===== config.mk =====
export PLATFORM = sky130hd
export DESIGN_NAME = nec_ir_pulse_interval_decoder
export DESIGN_NICKNAME = d
export VERILOG_FILES = /design/src/hdl/nipd_pkg.sv /design/src/hdl/nipd_front.sv /design/src/hdl/nipd_queue.sv /design/src/hdl/nipd_back.sv /design/src/hdl/nec_ir_pulse_interval_decoder.sv
export SDC_FILE = /design/constraint.sdc
export NUM_CORES = 1
export LEC_CHECK = 0
export BUFFER_PORTS_ARGS = -buffer_cell sky130_fd_sc_hd__buf_4
export CAP_MARGIN = 20
export CORE_UTILIZATION = 45
export DETAILED_ROUTE_END_ITERATION = 8
export GPL_TIMING_DRIVEN = 0
export SLEW_MARGIN = 20
export SYNTH_ARGS = -nofsm -noshare
export SYNTH_HDL_FRONTEND = slang
export SYNTH_HIERARCHICAL = 1
export SYNTH_SLANG_ARGS = --single-unit
export TNS_END_PERCENT = 100

===== constraint.sdc =====
create_clock -name i_clk -period 3.1 [get_ports i_clk]
set_input_delay 0.155 -clock i_clk [delete_from_list [all_inputs] [get_ports i_clk]]
set_output_delay 0.155 -clock i_clk [all_outputs]
set_load 0.03 [all_outputs]

===== src/hdl/nipd_pkg.sv =====
// Package for the NEC IR pulse interval decoder: codes, widths, types.
// No dependencies.
`default_nettype none

package nipd_pkg;

    localparam int T_W       = 16;
    localparam int CODE_W    = 32;
    localparam int CNT_W     = 8;
    localparam int PHASE_W   = 2;
    localparam int CFG_IDX_W = 3;
    localparam int NUM_REGS  = 7;

    // queue depth must be a power of two
    localparam int Q_DEPTH = 2;
    localparam int Q_PTR_W = $clog2(Q_DEPTH);

    localparam logic [PHASE_W-1:0] PH_IDLE = 2'd0;
    localparam logic [PHASE_W-1:0] PH_RECV = 2'd1;
    localparam logic [PHASE_W-1:0] PH_DONE = 2'd2;

    localparam logic OP_EDGE  = 1'b0;
    localparam logic OP_CLEAR = 1'b1;

    localparam logic [CFG_IDX_W-1:0] REG_LEADER_MIN = 3'd0;
    localparam logic [CFG_IDX_W-1:0] REG_LEADER_MAX = 3'd1;
    localparam logic [CFG_IDX_W-1:0] REG_REPEAT_MIN = 3'd2;
    localparam logic [CFG_IDX_W-1:0] REG_ONE_MIN    = 3'd3;
    localparam logic [CFG_IDX_W-1:0] REG_ONE_MAX    = 3'd4;
    localparam logic [CFG_IDX_W-1:0] REG_ZERO_MIN   = 3'd5;
    localparam logic [CFG_IDX_W-1:0] REG_ZERO_MAX   = 3'd6;

    localparam logic [T_W-1:0] RST_LEADER_MIN = 16'd12500;
    localparam logic [T_W-1:0] RST_LEADER_MAX = 16'd14000;
    localparam logic [T_W-1:0] RST_REPEAT_MIN = 16'd8500;
    localparam logic [T_W-1:0] RST_ONE_MIN    = 16'd2100;
    localparam logic [T_W-1:0] RST_ONE_MAX    = 16'd2350;
    localparam logic [T_W-1:0] RST_ZERO_MIN   = 16'd1000;
    localparam logic [T_W-1:0] RST_ZERO_MAX   = 16'd1220;

    // classified edge, as queued between front and back
    typedef struct packed {
        logic           op;
        logic           is_leader;
        logic           is_repeat;
        logic           is_one;
        logic           is_zero;
        logic           is_end;
        logic [T_W-1:0] interval;
    } t_item;

    typedef struct packed {
        logic full;
        logic empty;
    } t_q_stat;

endpackage

`default_nettype wire


===== src/hdl/nipd_front.sv =====
// Front end: timing registers, input acceptance and interval classification.
// Depends on nipd_pkg.
`default_nettype none

module nipd_front (
    input  wire                            i_clk,
    input  wire                            i_rst_n,
    input  wire                            i_cfg_valid,
    output logic                           o_cfg_ready,
    input  wire [nipd_pkg::CFG_IDX_W-1:0]  i_cfg_index,
    input  wire [nipd_pkg::T_W-1:0]        i_cfg_data,
    input  wire                            i_in_valid,
    input  wire                            i_operation,
    input  wire [nipd_pkg::T_W-1:0]        i_interval_us,
    input  wire nipd_pkg::t_q_stat         i_q_stat,
    output logic                           o_push,
    output nipd_pkg::t_item                o_item
);
    import nipd_pkg::*;

    logic [T_W-1:0] r_leader_min, r_leader_max, r_repeat_min;
    logic [T_W-1:0] r_one_min, r_one_max, r_zero_min, r_zero_max;

    assign o_cfg_ready = 1'b1;

    always_ff @(posedge i_clk) begin
        if (!i_rst_n) begin
            r_leader_min <= RST_LEADER_MIN;
            r_leader_max <= RST_LEADER_MAX;
            r_repeat_min <= RST_REPEAT_MIN;
            r_one_min    <= RST_ONE_MIN;
            r_one_max    <= RST_ONE_MAX;
            r_zero_min   <= RST_ZERO_MIN;
            r_zero_max   <= RST_ZERO_MAX;
        end else if (i_cfg_valid && o_cfg_ready) begin
            unique case (i_cfg_index)
                REG_LEADER_MIN: r_leader_min <= i_cfg_data;
                REG_LEADER_MAX: r_leader_max <= i_cfg_data;
                REG_REPEAT_MIN: r_repeat_min <= i_cfg_data;
                REG_ONE_MIN:    r_one_min    <= i_cfg_data;
                REG_ONE_MAX:    r_one_max    <= i_cfg_data;
                REG_ZERO_MIN:   r_zero_min   <= i_cfg_data;
                REG_ZERO_MAX:   r_zero_max   <= i_cfg_data;
                default: ;
            endcase
        end
    end

    assign o_push = i_in_valid && !i_q_stat.full;

    always_comb begin
        o_item.op        = i_operation;
        o_item.interval  = i_interval_us;
        o_item.is_leader = (i_interval_us > r_leader_min) && (i_interval_us < r_leader_max);
        o_item.is_repeat = (i_interval_us > r_repeat_min) && (i_interval_us <= r_leader_min);
        o_item.is_one    = (i_interval_us > r_one_min) && (i_interval_us < r_one_max);
        o_item.is_zero   = (i_interval_us > r_zero_min) && (i_interval_us < r_zero_max);
        o_item.is_end    = (i_interval_us >= r_leader_max);
    end

endmodule

`default_nettype wire


===== src/hdl/nipd_queue.sv =====
// Short FIFO of classified edges between front and back end.
// Depends on nipd_pkg.
`default_nettype none

module nipd_queue (
    input  wire                     i_clk,
    input  wire                     i_rst_n,
    input  wire                     i_push,
    input  wire nipd_pkg::t_item    i_item,
    input  wire                     i_pop,
    output nipd_pkg::t_item         o_item,
    output nipd_pkg::t_q_stat       o_stat
);
    import nipd_pkg::*;

    t_item              r_mem [Q_DEPTH];
    logic [Q_PTR_W-1:0] r_wr_ptr, r_rd_ptr;
    logic [Q_PTR_W:0]   r_count;

    assign o_stat.full  = (r_count == (Q_PTR_W+1)'(Q_DEPTH));
    assign o_stat.empty = (r_count == '0);
    assign o_item       = r_mem[r_rd_ptr];

    always_ff @(posedge i_clk) begin
        if (i_push) begin
            r_mem[r_wr_ptr] <= i_item;
        end
    end

    always_ff @(posedge i_clk) begin
        if (!i_rst_n) begin
            r_wr_ptr <= '0;
            r_rd_ptr <= '0;
            r_count  <= '0;
        end else begin
            if (i_push) begin
                r_wr_ptr <= r_wr_ptr + 1'b1;
            end
            if (i_pop) begin
                r_rd_ptr <= r_rd_ptr + 1'b1;
            end
            case ({i_push, i_pop})
                2'b10:   r_count <= r_count + 1'b1;
                2'b01:   r_count <= r_count - 1'b1;
                default: r_count <= r_count;
            endcase
        end
    end

endmodule

`default_nettype wire


===== src/hdl/nipd_back.sv =====
// Back end: decode state machine; its state registers are the result register.
// Depends on nipd_pkg.
`default_nettype none

module nipd_back (
    input  wire                            i_clk,
    input  wire                            i_rst_n,
    input  wire nipd_pkg::t_q_stat         i_q_stat,
    input  wire nipd_pkg::t_item           i_item,
    output logic                           o_pop,
    input  wire                            i_out_stall,
    output logic                           o_out_valid,
    output logic [nipd_pkg::PHASE_W-1:0]   o_phase,
    output logic [nipd_pkg::CODE_W-1:0]    o_code_word,
    output logic [nipd_pkg::CNT_W-1:0]     o_bits_received,
    output logic [nipd_pkg::CNT_W-1:0]     o_repeats_seen,
    output logic [nipd_pkg::T_W-1:0]       o_repeat_interval
);
    import nipd_pkg::*;

    logic               r_out_valid;
    logic [PHASE_W-1:0] r_phase, n_phase;
    logic [CODE_W-1:0]  r_code, n_code;
    logic [CNT_W-1:0]   r_bits, n_bits;
    logic [CNT_W-1:0]   r_reps, n_reps;
    logic [T_W-1:0]     r_rep_t, n_rep_t;

    assign o_pop = !i_q_stat.empty && (!r_out_valid || !i_out_stall);

    always_comb begin
        n_phase = r_phase;
        n_code  = r_code;
        n_bits  = r_bits;
        n_reps  = r_reps;
        n_rep_t = r_rep_t;
        if (i_item.op == OP_CLEAR) begin
            n_phase = PH_IDLE;
        end else begin
            unique case (r_phase)
                PH_IDLE: begin
                    if (i_item.is_leader) begin
                        n_code  = '0;
                        n_bits  = '0;
                        n_reps  = '0;
                        n_phase = PH_RECV;
                    end else if (i_item.is_repeat) begin
                        n_rep_t = i_item.interval;
                        n_reps  = r_reps + 1'b1;
                        n_phase = PH_DONE;
                    end
                end
                PH_RECV: begin
                    if (i_item.is_one || i_item.is_zero) begin
                        n_code = {r_code[CODE_W-2:0], i_item.is_one};
                        n_bits = r_bits + 1'b1;
                    end else if (i_item.is_end) begin
                        n_phase = PH_DONE;
                        n_reps  = '0;
                    end
                end
                default: ;
            endcase
        end
    end

    always_ff @(posedge i_clk) begin
        if (!i_rst_n) begin
            r_out_valid <= 1'b0;
            r_phase     <= PH_IDLE;
            r_code      <= '0;
            r_bits      <= '0;
            r_reps      <= '0;
            r_rep_t     <= '0;
        end else begin
            r_out_valid <= o_pop || (r_out_valid && i_out_stall);
            if (o_pop) begin
                r_phase <= n_phase;
                r_code  <= n_code;
                r_bits  <= n_bits;
                r_reps  <= n_reps;
                r_rep_t <= n_rep_t;
            end
        end
    end

    assign o_out_valid       = r_out_valid;
    assign o_phase           = r_phase;
    assign o_code_word       = r_code;
    assign o_bits_received   = r_bits;
    assign o_repeats_seen    = r_reps;
    assign o_repeat_interval = r_rep_t;

endmodule

`default_nettype wire


===== src/hdl/nec_ir_pulse_interval_decoder.sv =====
// Top level of the NEC IR pulse interval decoder: front, queue and back end.
// Depends on nipd_pkg, nipd_front, nipd_queue, nipd_back.
//
//  channel   direction  handshake                  payload
//  input     in         i_in_valid / o_in_stall    i_operation, i_interval_us
//  result    out        o_out_valid / i_out_stall  o_phase, o_code_word, o_bits_received,
//                                                  o_repeats_seen, o_repeat_interval
//  config    in         i_cfg_valid / o_cfg_ready  i_cfg_index, i_cfg_data
//
// One transaction per cycle sustained while the result side does not stall. An accepted
// input is written into the queue, then into the state registers when it is popped.
// The two-entry queue absorbs a stalled result side; input stalls once it holds two.
// Synchronous active-low reset; no clearing pass, the block is ready right after.
`default_nettype none

module nec_ir_pulse_interval_decoder (
    input  wire                            i_clk,
    input  wire                            i_rst_n,
    input  wire                            i_cfg_valid,
    output logic                           o_cfg_ready,
    input  wire [nipd_pkg::CFG_IDX_W-1:0]  i_cfg_index,
    input  wire [nipd_pkg::T_W-1:0]        i_cfg_data,
    input  wire                            i_in_valid,
    output logic                           o_in_stall,
    input  wire                            i_operation,
    input  wire [nipd_pkg::T_W-1:0]        i_interval_us,
    output logic                           o_out_valid,
    input  wire                            i_out_stall,
    output logic [nipd_pkg::PHASE_W-1:0]   o_phase,
    output logic [nipd_pkg::CODE_W-1:0]    o_code_word,
    output logic [nipd_pkg::CNT_W-1:0]     o_bits_received,
    output logic [nipd_pkg::CNT_W-1:0]     o_repeats_seen,
    output logic [nipd_pkg::T_W-1:0]       o_repeat_interval
);
    import nipd_pkg::*;

    logic    push, pop;
    t_item   front_item, queue_item;
    t_q_stat q_stat;

    assign o_in_stall = q_stat.full;

    nipd_front u_front (
        .i_clk         (i_clk),
        .i_rst_n       (i_rst_n),
        .i_cfg_valid   (i_cfg_valid),
        .o_cfg_ready   (o_cfg_ready),
        .i_cfg_index   (i_cfg_index),
        .i_cfg_data    (i_cfg_data),
        .i_in_valid    (i_in_valid),
        .i_operation   (i_operation),
        .i_interval_us (i_interval_us),
        .i_q_stat      (q_stat),
        .o_push        (push),
        .o_item        (front_item)
    );

    nipd_queue u_queue (
        .i_clk   (i_clk),
        .i_rst_n (i_rst_n),
        .i_push  (push),
        .i_item  (front_item),
        .i_pop   (pop),
        .o_item  (queue_item),
        .o_stat  (q_stat)
    );

    nipd_back u_back (
        .i_clk             (i_clk),
        .i_rst_n           (i_rst_n),
        .i_q_stat          (q_stat),
        .i_item            (queue_item),
        .o_pop             (pop),
        .i_out_stall       (i_out_stall),
        .o_out_valid       (o_out_valid),
        .o_phase           (o_phase),
        .o_code_word       (o_code_word),
        .o_bits_received   (o_bits_received),
        .o_repeats_seen    (o_repeats_seen),
        .o_repeat_interval (o_repeat_interval)
    );

endmodule

`default_nettype wire


==> qor.yml, run 1 <==
status:
  run_status: "complete, no violations"
drt:
  drt-initial-drc-count: 553
  sum_of_routed_wire_length_over_all_layers_um: 30330
  post-route-drc-count: 0
  wire_per_inst_um: 17.24
  drtPass1Iterations: 5
  vias: 9178
  ant_nets: 0
  routed_via_density: 5.218
synthesis:
  post_synth_and_or_nand_nor_area_fraction_pct: 16.45
  dominant_combinational_cell_family_by_area_after_synthesis: "compound AO/OA/AOI/OAI gates"
  syn_area_mm2: 0.01127
  ys.flop_type: "sky130_fd_sc_hd__dfxtp_1"
  mappedNetlistNets: 1416
  synthXorXnorAreaFrac_pct: 0.4661
  synthesis.instances: 1262
  synth.ff_latch_count: 228
  ys_async_sr_fraction_pct: 0
  yosys.cell_types.count: 58
  synthesis.area_per_instance_um2: 8.934
  syn_warnings: 6
  synth_compound_area_share_pct: 17.07
  synth_fa_ha_area_share_pct: 12.54
  post_synth_mux_area_share_pct: 2.286
  synth_seq_area_share_pct: 44.39
  synth_edf_count: 44
run:
  drv.max_cap_violation_count: 0
timing:
  timing.final.hold_violations: 0
  min_period_over_period_pct: 93.74
  fin_skew_ps: 20.21
  fin_hold_ws_ps: 24.41
  max_freq_mhz: 344.1
  slew_viol_final: 0
  rsz0062_at_grt: "no"
  tightestPinTransition_ps: 1047
  postLayoutSetupSlackWorst_ps: 194.2
  finalSetupViolCount: 0
  timing.max_slew.rel_slack_pct: 30.21
  totalNegativeSetupSlack_ps: 0
  final.min_clock_period_ps: 2906
power:
  fin_total_pwr_mw: 7.598
  vdd.ir_drop.worst_uv: 395.2
  power.net_switching_mw: 2.121
  p_sw_share_pct: 27.92
  pwr_density_cell_mw_per_mm2: 562.4
  combinationalPowerShare_pct: 17.9
  share_seq_of_total_power_pct: 43.1
  clkPwrFrac_pct: 39.0
  leakagePower_nw: 5.400
  internal-power_mw: 5.477
final_layout:
  nNetsFinal: 1571
  stdcell_area_mm2: 0.01351
  final_layout_size_suffix_gt1_share_pct: 14.63
  n_antenna_cell: 0
  syn2layout_area_growth_pct: 19.82
  fin_util_pct: 55.22
  instances_no_fill: 1759
floorplanning:
  initial_core_util_pct: 46.09
  std_cell_rows: 57
  core_region_area_mm2: 0.02446
  number_of_top_level_pins: 110
  die_y_um: 160.3
  floorplan.die_area_mm2: 0.02569
  die-width_um: 160.3
global_route:
  first_pass_grt_wire_length_um: 47650
  first_global_vias: 8623
  groute.usage.overall_pct: 23.86
  global_routing_met1_resource_utilization_pct: 32.93
  grt.met2_usage_pct: 39.53
  grt_most_used_layer: "met2"
  groute.layer.met3.usage_pct: 2.961
  grt_max_degree: 24
  globalRoute.totalOverflow: 0
  antenna_violations_before_repair: 0
clock_tree:
  cts_made_buffers: 26
  root_buffer: "sky130_fd_sc_hd__clkbuf_16"
  cts_tree: "done"
  clkSinkCount: 228
  h-tree-depth: 1
  cts-root-to-sink-buffers: 3
  path_clk_slew_ps: 60
  clkLatencyLatePin_ps: 530
setup_path:
  path_max_fanout: 10
  critPathLaunchType: "flop"
  crit_type: "reg2reg"
  timing.critical_path.to_type: "flop"
  worstPathArrival_ps: 3360
  r2r_cells: 7
  cp_data_required_time_ps: 3550
placed_design:
  total_instance_count_after_detailed_placement: 1693
  placed_area_mm2: 0.01249
  placement.io_buffers: 107
  place.gp.congestion: 0.8591
  hpwlAfterDp_um: 20830
  detailedPlace.worstSlack_ps: 180.1
hold_path:
  timing.hold.worst_path_depth: 4
  hold_class: "in2reg"
registers in the layout, indices dropped and copies added (netlist names), named ones only:
register                  flops
u_back/o_repeats_seen         8
u_front/r_leader_min         16
u_queue/r_count               2
u_front/r_one_max            16
u_front/r_repeat_min         16
u_back/o_phase                2
u_back/o_repeat_interval     16
u_back/o_out_valid            1
u_front/r_leader_max         16
u_front/r_one_min            16
u_front/r_zero_max           16
u_queue/r_mem                44
u_queue/r_rd_ptr              1
u_queue/r_wr_ptr              1
u_front/r_zero_min           16
u_back/o_bits_received        8
u_back/o_code_word           32
layout by cell type, fill, tap and decap left out, types with 3 or more instances in the layout:
| master | n |
|---|---|
| sky130_fd_sc_hd__a21oi_1 | 88 |
| sky130_fd_sc_hd__a221oi_1 | 6 |
| sky130_fd_sc_hd__clkbuf_8 | 3 |
| sky130_fd_sc_hd__dfxtp_1 | 184 |
| sky130_fd_sc_hd__and4_1 | 5 |
| sky130_fd_sc_hd__o21ai_0 | 18 |
| sky130_fd_sc_hd__o31ai_1 | 3 |
| sky130_fd_sc_hd__nor3_1 | 6 |
| sky130_fd_sc_hd__and2_1 | 4 |
| sky130_fd_sc_hd__ha_1 | 113 |
| sky130_fd_sc_hd__edfxtp_1 | 44 |
| sky130_fd_sc_hd__o21a_1 | 5 |
| sky130_fd_sc_hd__nand2b_1 | 7 |
| sky130_fd_sc_hd__nor2b_1 | 10 |
| sky130_fd_sc_hd__xnor2_1 | 5 |
| sky130_fd_sc_hd__nor2_1 | 40 |
| sky130_fd_sc_hd__clkbuf_1 | 38 |
| sky130_fd_sc_hd__a21boi_0 | 61 |
| sky130_fd_sc_hd__buf_4 | 125 |
| sky130_fd_sc_hd__nand4_1 | 18 |
| sky130_fd_sc_hd__a21boi_1 | 17 |
| sky130_fd_sc_hd__inv_1 | 112 |
| sky130_fd_sc_hd__or4_1 | 6 |
| sky130_fd_sc_hd__o211ai_1 | 46 |
| sky130_fd_sc_hd__nand3_1 | 21 |
| sky130_fd_sc_hd__dlygate4sd3_1 | 20 |
| sky130_fd_sc_hd__and3_1 | 3 |
| sky130_fd_sc_hd__a211o_1 | 3 |
| sky130_fd_sc_hd__buf_2 | 16 |
| sky130_fd_sc_hd__a21o_1 | 7 |
| sky130_fd_sc_hd__nand2_1 | 285 |
| sky130_fd_sc_hd__a211oi_1 | 6 |
| sky130_fd_sc_hd__a22oi_1 | 15 |
| sky130_fd_sc_hd__clkbuf_16 | 27 |
| sky130_fd_sc_hd__buf_1 | 4 |
| sky130_fd_sc_hd__mux2_2 | 22 |
| sky130_fd_sc_hd__clkinv_2 | 5 |
cell type report:
type | instances | area (µm²)
inverter | 112 | 420.4
sequential | 228 | 5005
fill | 2377 | 10950
tap | 324 | 405.4
multi-input combinational | 854 | 5514
buffer | 68 | 342.8
clock inverter | 7 | 63.81
clock buffer | 39 | 754.5
timing repair buffer | 127 | 1003
power groups by stage:
stage               Combinational [mW]  Sequential, mW  Clock (mW)
global route                      1.50            3.29        3.15
floorplan                        0.825            3.39           0
CTS                               1.37            3.28        3.03
global placement                  1.32            3.34           0
finish                            1.36            3.28        2.96
detailed placement                1.34            3.34           0
final timing paths:
kind	startpoint	end	slack (ps)
max reg2reg	flop	u_back/o_repeats_seen[7]$_SDFFE_PN0P_	190
min	i_cfg_index[1]	u_front/r_one_max[0]$_SDFFE_PN0P_	20
max	flop	u_back/o_repeats_seen[7]$_SDFFE_PN0P_	190
min reg2reg	u_front/r_one_min[8]$_SDFFE_PN0P_	u_front/r_one_min[8]$_SDFFE_PN0P_	450
Yosys cell counts (all sizes together) (15+ instances only):
cell,instances,area (µm²)
nand2,285,1070
a22oi,15,112.6
mux2,22,247.7
nand3,21,105.1
clkbuf,30,112.6
edfxtp,44,1321
a21oi,88,440.4
o211ai,46,345.3
dfxtp,184,3684
nor2,41,153.9
o21ai,19,95.09
inv,112,420.4
nand4,18,112.6
a21boi,78,585.6
ha,113,1414
buf,38,230.2
routing by layer:
| metal | vias up | wire [µm] |
|---|---|---|
| li1 | 4652 | - |
| met4 | 0 | 630 |
| met3 | 39 | 1312 |
| met2 | 219 | 13730 |
| met1 | 4268 | 14660 |
| met5 | - | 0 |
cell families (layout without fill, tap and decap cells):
group           Yosys count  in the layout
xor+xnor                  6              6
compound gates          288            288
mux                      23             23
other cells               1              1
fa+ha+maj               113            113
simple gates            423            423
buf+inv                 180            353
flops                   228            228
worst max-delay path, stage by stage (launching register included):
cell and delay [ps]:
sky130_fd_sc_hd__dfxtp_1 420, sky130_fd_sc_hd__buf_2 310, sky130_fd_sc_hd__mux2_2 390, sky130_fd_sc_hd__buf_1 210, sky130_fd_sc_hd__nor2_1 310, sky130_fd_sc_hd__nand4_1 410
sky130_fd_sc_hd__or4_1 620, sky130_fd_sc_hd__a31oi_1 160
repair_timing:
action	CTS	global route
setup buffers	0	0
endpoints found under the hold margin	107	0
gates resized for setup	0	0
endpoints found under the setup margin	0	0
hold buffers	20	0
No activity file was read; power rests on OpenSTA's default activity.
==> run 2, diff against run 1 <==
CTS_BUF_LIST = sky130_fd_sc_hd__clkbuf_2 sky130_fd_sc_hd__clkbuf_4 sky130_fd_sc_hd__clkbuf_8   (was default)
==> run 2 against run 1 <==
  * Global-route usage up 0.37 points
  * Clock power decreased by 6%
  * Critical path depth unchanged
  * Combinational power about the same
  * First-iteration DRC count grew 12%
  * Non-clock buffer count grew 2
  * Die area did not move
  * Critical path type unchanged
  * Largest power group unchanged
==> qor.yml, run 2 (synthesis results as in run 1) <==
status:
  run_status: "complete, no violations"
global_route:
  globalRoute.totalOverflow: 0
  first_global_vias: 8788
  first_pass_grt_wire_length_um: 48030
  grt_max_degree: 24
  antenna_violations_before_repair: 0
  groute.usage.overall_pct: 24.23
final_layout:
  largest_register_ffs: 44
  final_layout_size_suffix_gt1_share_pct: 16.44
  syn2layout_area_growth_pct: 19.84
  nNetsFinal: 1588
  fin_util_pct: 55.24
  filler_cell_count: 2351
  layout_commonest_cell: "sky130_fd_sc_hd__nand2_1"
  n_antenna_cell: 0
  most-common-layout-cells: "sky130_fd_sc_hd__nand2_1, sky130_fd_sc_hd__dfxtp_1, sky130_fd_sc_hd__buf_4, sky130_fd_sc_hd__ha_1, sky130_fd_sc_hd__inv_1"
  top_register: "u_queue/r_mem"
clock_tree:
  root_buffer: "sky130_fd_sc_hd__clkbuf_8"
  number_of_setup_buffers_added_after_cts: 0
  clkSinkCount: 228
  cts_made_buffers: 41
  cts_tree: "done"
  clkLatencyLatePin_ps: 540
  h-tree-depth: 2
  cts-root-to-sink-buffers: 3
  path_clk_slew_ps: 60
timing:
  tightestPinTransition_ps: 1025
  totalNegativeSetupSlack_ps: 0
  fin_skew_ps: 11.18
  min_period_over_period_pct: 93.54
  rsz0062_at_grt: "no"
  fin_hold_ws_ps: 65.57
  finalSetupViolCount: 0
  final.min_clock_period_ps: 2900
  max_freq_mhz: 344.9
  timing.final.hold_violations: 0
  slew_viol_final: 0
  timing.max_slew.rel_slack_pct: 31.69
placed_design:
  placement.io_buffers: 107
  hpwlAfterDp_um: 20830
  place.gp.congestion: 0.8591
power:
  leakagePower_nw: 5.432
  pwr_density_cell_mw_per_mm2: 548.5
  vdd.ir_drop.worst_uv: 314.7
drt:
  maxUsedRoutingLayer: "met4"
  met2_wire_length_um: 13720
  wl_met1_um: 14410
  sum_of_routed_wire_length_over_all_layers_um: 30420
  vias: 9230
  drt-initial-drc-count: 622
  met3_length_um: 1682
  drtPass1Iterations: 5
  wire_per_inst_um: 17.05
  ant_nets: 0
  post-route-drc-count: 0
  routed_via_density: 5.174
setup_path:
  timing.critical_path.to_type: "flop"
  crit_type: "reg2reg"
  cp_data_required_time_ps: 3570
  worstReg2RegEnd: "u_back/o_repeats_seen[1]$_SDFFE_PN0P_"
  critPathLaunchType: "flop"
  r2r_cells: 7
  timing.critical_path.cells: "buf_2, mux2_2, or3b_2, a211o_1, clkbuf_1, or4b_1, a21oi_1"
  path_max_fanout: 10
  worst-r2r-setup-slack_ps: 200
  worstPathArrival_ps: 3370
  slowest_cell_on_crit_path: "sky130_fd_sc_hd__or4b_1"
  max_stage_delay_on_crit_path_ps: 520
hold_path:
  worstHoldEndpoint: "u_queue/r_mem[1][5]$_DFFE_PP_"
  worstHoldStart: "i_interval_us[5]"
  hold_class: "in2reg"
  timing.hold.worst_path_depth: 2
floorplanning:
  std_cell_rows: 57
  die-width_um: 160.3
  initial_core_util_pct: 46.09
  die_y_um: 160.3
  floorplan.die_area_mm2: 0.02569
  number_of_top_level_pins: 110
  core_region_area_mm2: 0.02446
run:
  drv.max_cap_violation_count: 0
[run 2: cell types whose count changed in the layout (fill, tap and decap cells not counted), moves of 2 or more]
| cell | previous run | this run |
|---|---|---|
| sky130_fd_sc_hd__clkbuf_8 | 3 | 47 |
| sky130_fd_sc_hd__clkbuf_16 | 27 | 0 |
| sky130_fd_sc_hd__clkbuf_4 | 1 | 17 |
| sky130_fd_sc_hd__clkbuf_1 | 38 | 30 |
| sky130_fd_sc_hd__clkinv_2 | 5 | 3 |
| sky130_fd_sc_hd__dlygate4sd3_1 | 20 | 22 |
[run 2: area by class of cell]
cell class	count	area, µm²	share of cell area [%]
well taps	324	405.4	3.000
flip-flops and latches	228	5005	37.04
clock inverters	5	26.28	0.1945
plain buffers	68	342.8	2.537
repair buffers	129	1023	7.575
inverters	112	420.4	3.111
clock buffers	64	774.5	5.732
multi-input cells	854	5514	40.81
[run 2: worst max-delay path, delay by kind of cell, from the launching register on]
family,cells,cell delay [ps]
AOI/OAI and AO/OA,2,430
DFF,1,420
buffers and inverters,2,560
muxes,1,420
and+or+nand+nor,2,1000
[run 2: timing repair]
item / 4_1_cts / 5_1_grt
hold buffers: 22 / 0
resized for setup: 0 / 0
endpoints found under the setup margin: 0 / 0
endpoints found under the hold margin: 122 / 0
[run 2: metal layers]
metal	GRT usage, %	vias up
li1	-	4688
met1	33.01	4255
met2	39.62	247
met3	3.584	40
met4	7.186	0
met5	0	-
[run 2: per-stage QoR]
step	area [µm²]	total power, mW	setup WS, ps	cells
5_1_grt	13510	7.805	47.06	1784
6_report	13510	7.411	200.4	1784
3_3_place_gp	12480	4.661	173.1	1693
2_1_floorplan	11270	4.211	591.8	1262
4_1_cts	13510	7.499	165.0	1784
3_5_place_dp	12490	4.678	180.1	1693
[run 2: how the worst max path moves through the flow]
stage | slack [ps] | to | cells past startpoint | start
floorplan | 590 | u_back/o_repeats_seen[1]$_SDFFE_PN0P_ | 7 | flop
global placement | 170 | u_back/o_repeats_seen[7]$_SDFFE_PN0P_ | 7 | flop
detailed placement | 180 | u_back/o_repeats_seen[7]$_SDFFE_PN0P_ | 7 | flop
CTS | 160 | u_back/o_repeats_seen[7]$_SDFFE_PN0P_ | 7 | flop
global route | 50 | u_back/o_repeats_seen[7]$_SDFFE_PN0P_ | 7 | flop
finish | 200 | u_back/o_repeats_seen[1]$_SDFFE_PN0P_ | 7 | flop
[run 2: where the power goes]
part           leakage [nW]  internal, mW  total [mW]  switching (mW)
logic                  3.10         0.525        1.36           0.833
clock network         0.430          1.57        2.78            1.20
registers              1.90          3.20        3.28          0.0780
==> run 3, diff against run 2 <==
GPL_TIMING_DRIVEN = default   (was 0)
==> run 3 against run 2 <==
  * Critical path depth decreased by 1
  * Final cell count fell by 1.7%
  * Fmax rose by 15%
  * Combinational power down 3%
  * Design area is 0.49% higher
  * Via count down 1.5%
  * Highest routed layer unchanged
==> qor.yml, run 3 (synthesis results as in run 1) <==
status:
  run_status: "complete, no violations"
timing:
  rsz0062_at_grt: "no"
  slew_viol_final: 0
  totalNegativeSetupSlack_ps: 0
  postLayoutSetupSlackWorst_ps: 573.5
  fin_skew_ps: 14.21
  max_freq_mhz: 395.8
  tightestPinTransition_ps: 796.9
  finalSetupViolCount: 0
  timing.final.hold_violations: 0
  timing.max_slew.rel_slack_pct: 46.87
  min_period_over_period_pct: 81.50
  final.min_clock_period_ps: 2526
drt:
  drtPass1Iterations: 5
  vias: 9092
  post-route-drc-count: 0
  ant_nets: 0
  sum_of_routed_wire_length_over_all_layers_um: 28800
  drt-initial-drc-count: 444
  routed_via_density: 5.184
  wire_per_inst_um: 16.42
final_layout:
  stdcell_area_mm2: 0.01358
  n_antenna_cell: 0
  top_register: "u_queue/r_mem"
  largest_register_ffs: 44
  nNetsFinal: 1552
  most-common-layout-cells: "sky130_fd_sc_hd__nand2_1, sky130_fd_sc_hd__dfxtp_1, sky130_fd_sc_hd__buf_4, sky130_fd_sc_hd__ha_1, sky130_fd_sc_hd__inv_1"
  syn2layout_area_growth_pct: 20.43
  final_layout_size_suffix_gt1_share_pct: 16.36
  layout_commonest_cell: "sky130_fd_sc_hd__nand2_1"
clock_tree:
  clkSinkCount: 228
  ctsResizeCount: 0
  root_buffer: "sky130_fd_sc_hd__clkbuf_8"
  cts-root-to-sink-buffers: 3
  cts_made_buffers: 42
  cts_tree: "done"
  number_of_setup_buffers_added_after_cts: 0
  clkLatencyLatePin_ps: 540
  path_clk_slew_ps: 60
  cts_hold_buf: 34
  h-tree-depth: 2
global_route:
  antenna_violations_before_repair: 0
  first_global_vias: 8765
  groute.usage.overall_pct: 22.34
  globalRoute.totalOverflow: 0
  grt_max_degree: 80
  first_pass_grt_wire_length_um: 45550
setup_path:
  r2r_cells: 6
  worstReg2RegEnd: "u_back/o_bits_received[5]$_SDFFE_PN0P_"
  worst-r2r-setup-slack_ps: 570
  worstPathArrival_ps: 2940
  crit_type: "reg2reg"
  cp_data_required_time_ps: 3520
  path_max_fanout: 26
  timing.critical_path.to_type: "flop"
  critPathLaunchType: "flop"
placed_design:
  placement.io_buffers: 108
  placed_area_mm2: 0.01229
  place.gp.congestion: 0.8328
  detailedPlace.worstSlack_ps: 581.0
  hpwlAfterDp_um: 19540
hold_path:
  worstHoldEndpoint: "u_front/r_leader_max[12]$_SDFFE_PN1P_"
  worstHoldStart: "i_rst_n"
  hold_class: "in2reg"
  timing.hold.worst_path_depth: 2
floorplanning:
  initial_core_util_pct: 46.09
  std_cell_rows: 57
  core_region_area_mm2: 0.02446
  floorplan.die_area_mm2: 0.02569
  die-width_um: 160.3
  number_of_top_level_pins: 110
  die_y_um: 160.3
power:
  leakagePower_nw: 5.450
  pwr_density_cell_mw_per_mm2: 571.0
  fin_total_pwr_mw: 7.753
  vdd.ir_drop.worst_uv: 524.8
run:
  drv.max_cap_violation_count: 0
run 3: layout make-up:
class	instances	area, µm²
multi-input cells	854	5514
clock inverters	5	57.56
flip-flops and latches	228	5005
well taps	324	405.4
inverters	112	420.4
clock buffers	71	889.6
repair buffers	160	1286
fillers	2269	10880
run 3: where the power goes:
| group | leakage (nW) | internal (mW) | switching [mW] | total [mW] |
|---|---|---|---|---|
| Clock | 0.505 | 1.89 | 1.26 | 3.15 |
| Sequential | 1.90 | 3.20 | 0.0841 | 3.28 |
| Combinational | 3.04 | 0.535 | 0.789 | 1.32 |
| Total | 5.45 | 5.62 | 2.13 | 7.75 |
run 3: worst max path at each step:
stage | from | end | slack [ps]
finish | flop | u_back/o_bits_received[5]$_SDFFE_PN0P_ | 570
global route | flop | u_back/o_bits_received[5]$_SDFFE_PN0P_ | 460
CTS | flop | u_back/o_repeats_seen[1]$_SDFFE_PN0P_ | 570
detailed placement | flop | u_back/o_repeats_seen[1]$_SDFFE_PN0P_ | 580
global placement | flop | u_back/o_bits_received[5]$_SDFFE_PN0P_ | 610
floorplan | flop | u_back/o_repeats_seen[1]$_SDFFE_PN0P_ | 590
run 3: worst max-delay path: stages (launching register included):
cell                       delay (ps)
sky130_fd_sc_hd__dfxtp_1          420
sky130_fd_sc_hd__mux2_2           400
sky130_fd_sc_hd__a2111o_1         450
sky130_fd_sc_hd__a211o_1          480
sky130_fd_sc_hd__buf_4            300
sky130_fd_sc_hd__o31ai_1          260
sky130_fd_sc_hd__a21oi_1           90
run 3: per-stage QoR:
step           util (%)  hold WS, ps  std cells
2_1_floorplan         -        272.5       1262
3_3_place_gp      50.24        361.9       1644
3_5_place_dp      50.24        363.3       1644
4_1_cts           55.51        12.87       1754
5_1_grt           55.51        29.46       1754
6_report          55.51        30.45       1754
run 3: per-layer routing:
layer	wire, µm	GRT usage [%]
met1	13100	28.59
met2	13650	38.26
met3	1467	4.026
met4	576	6.580
met5	0	0
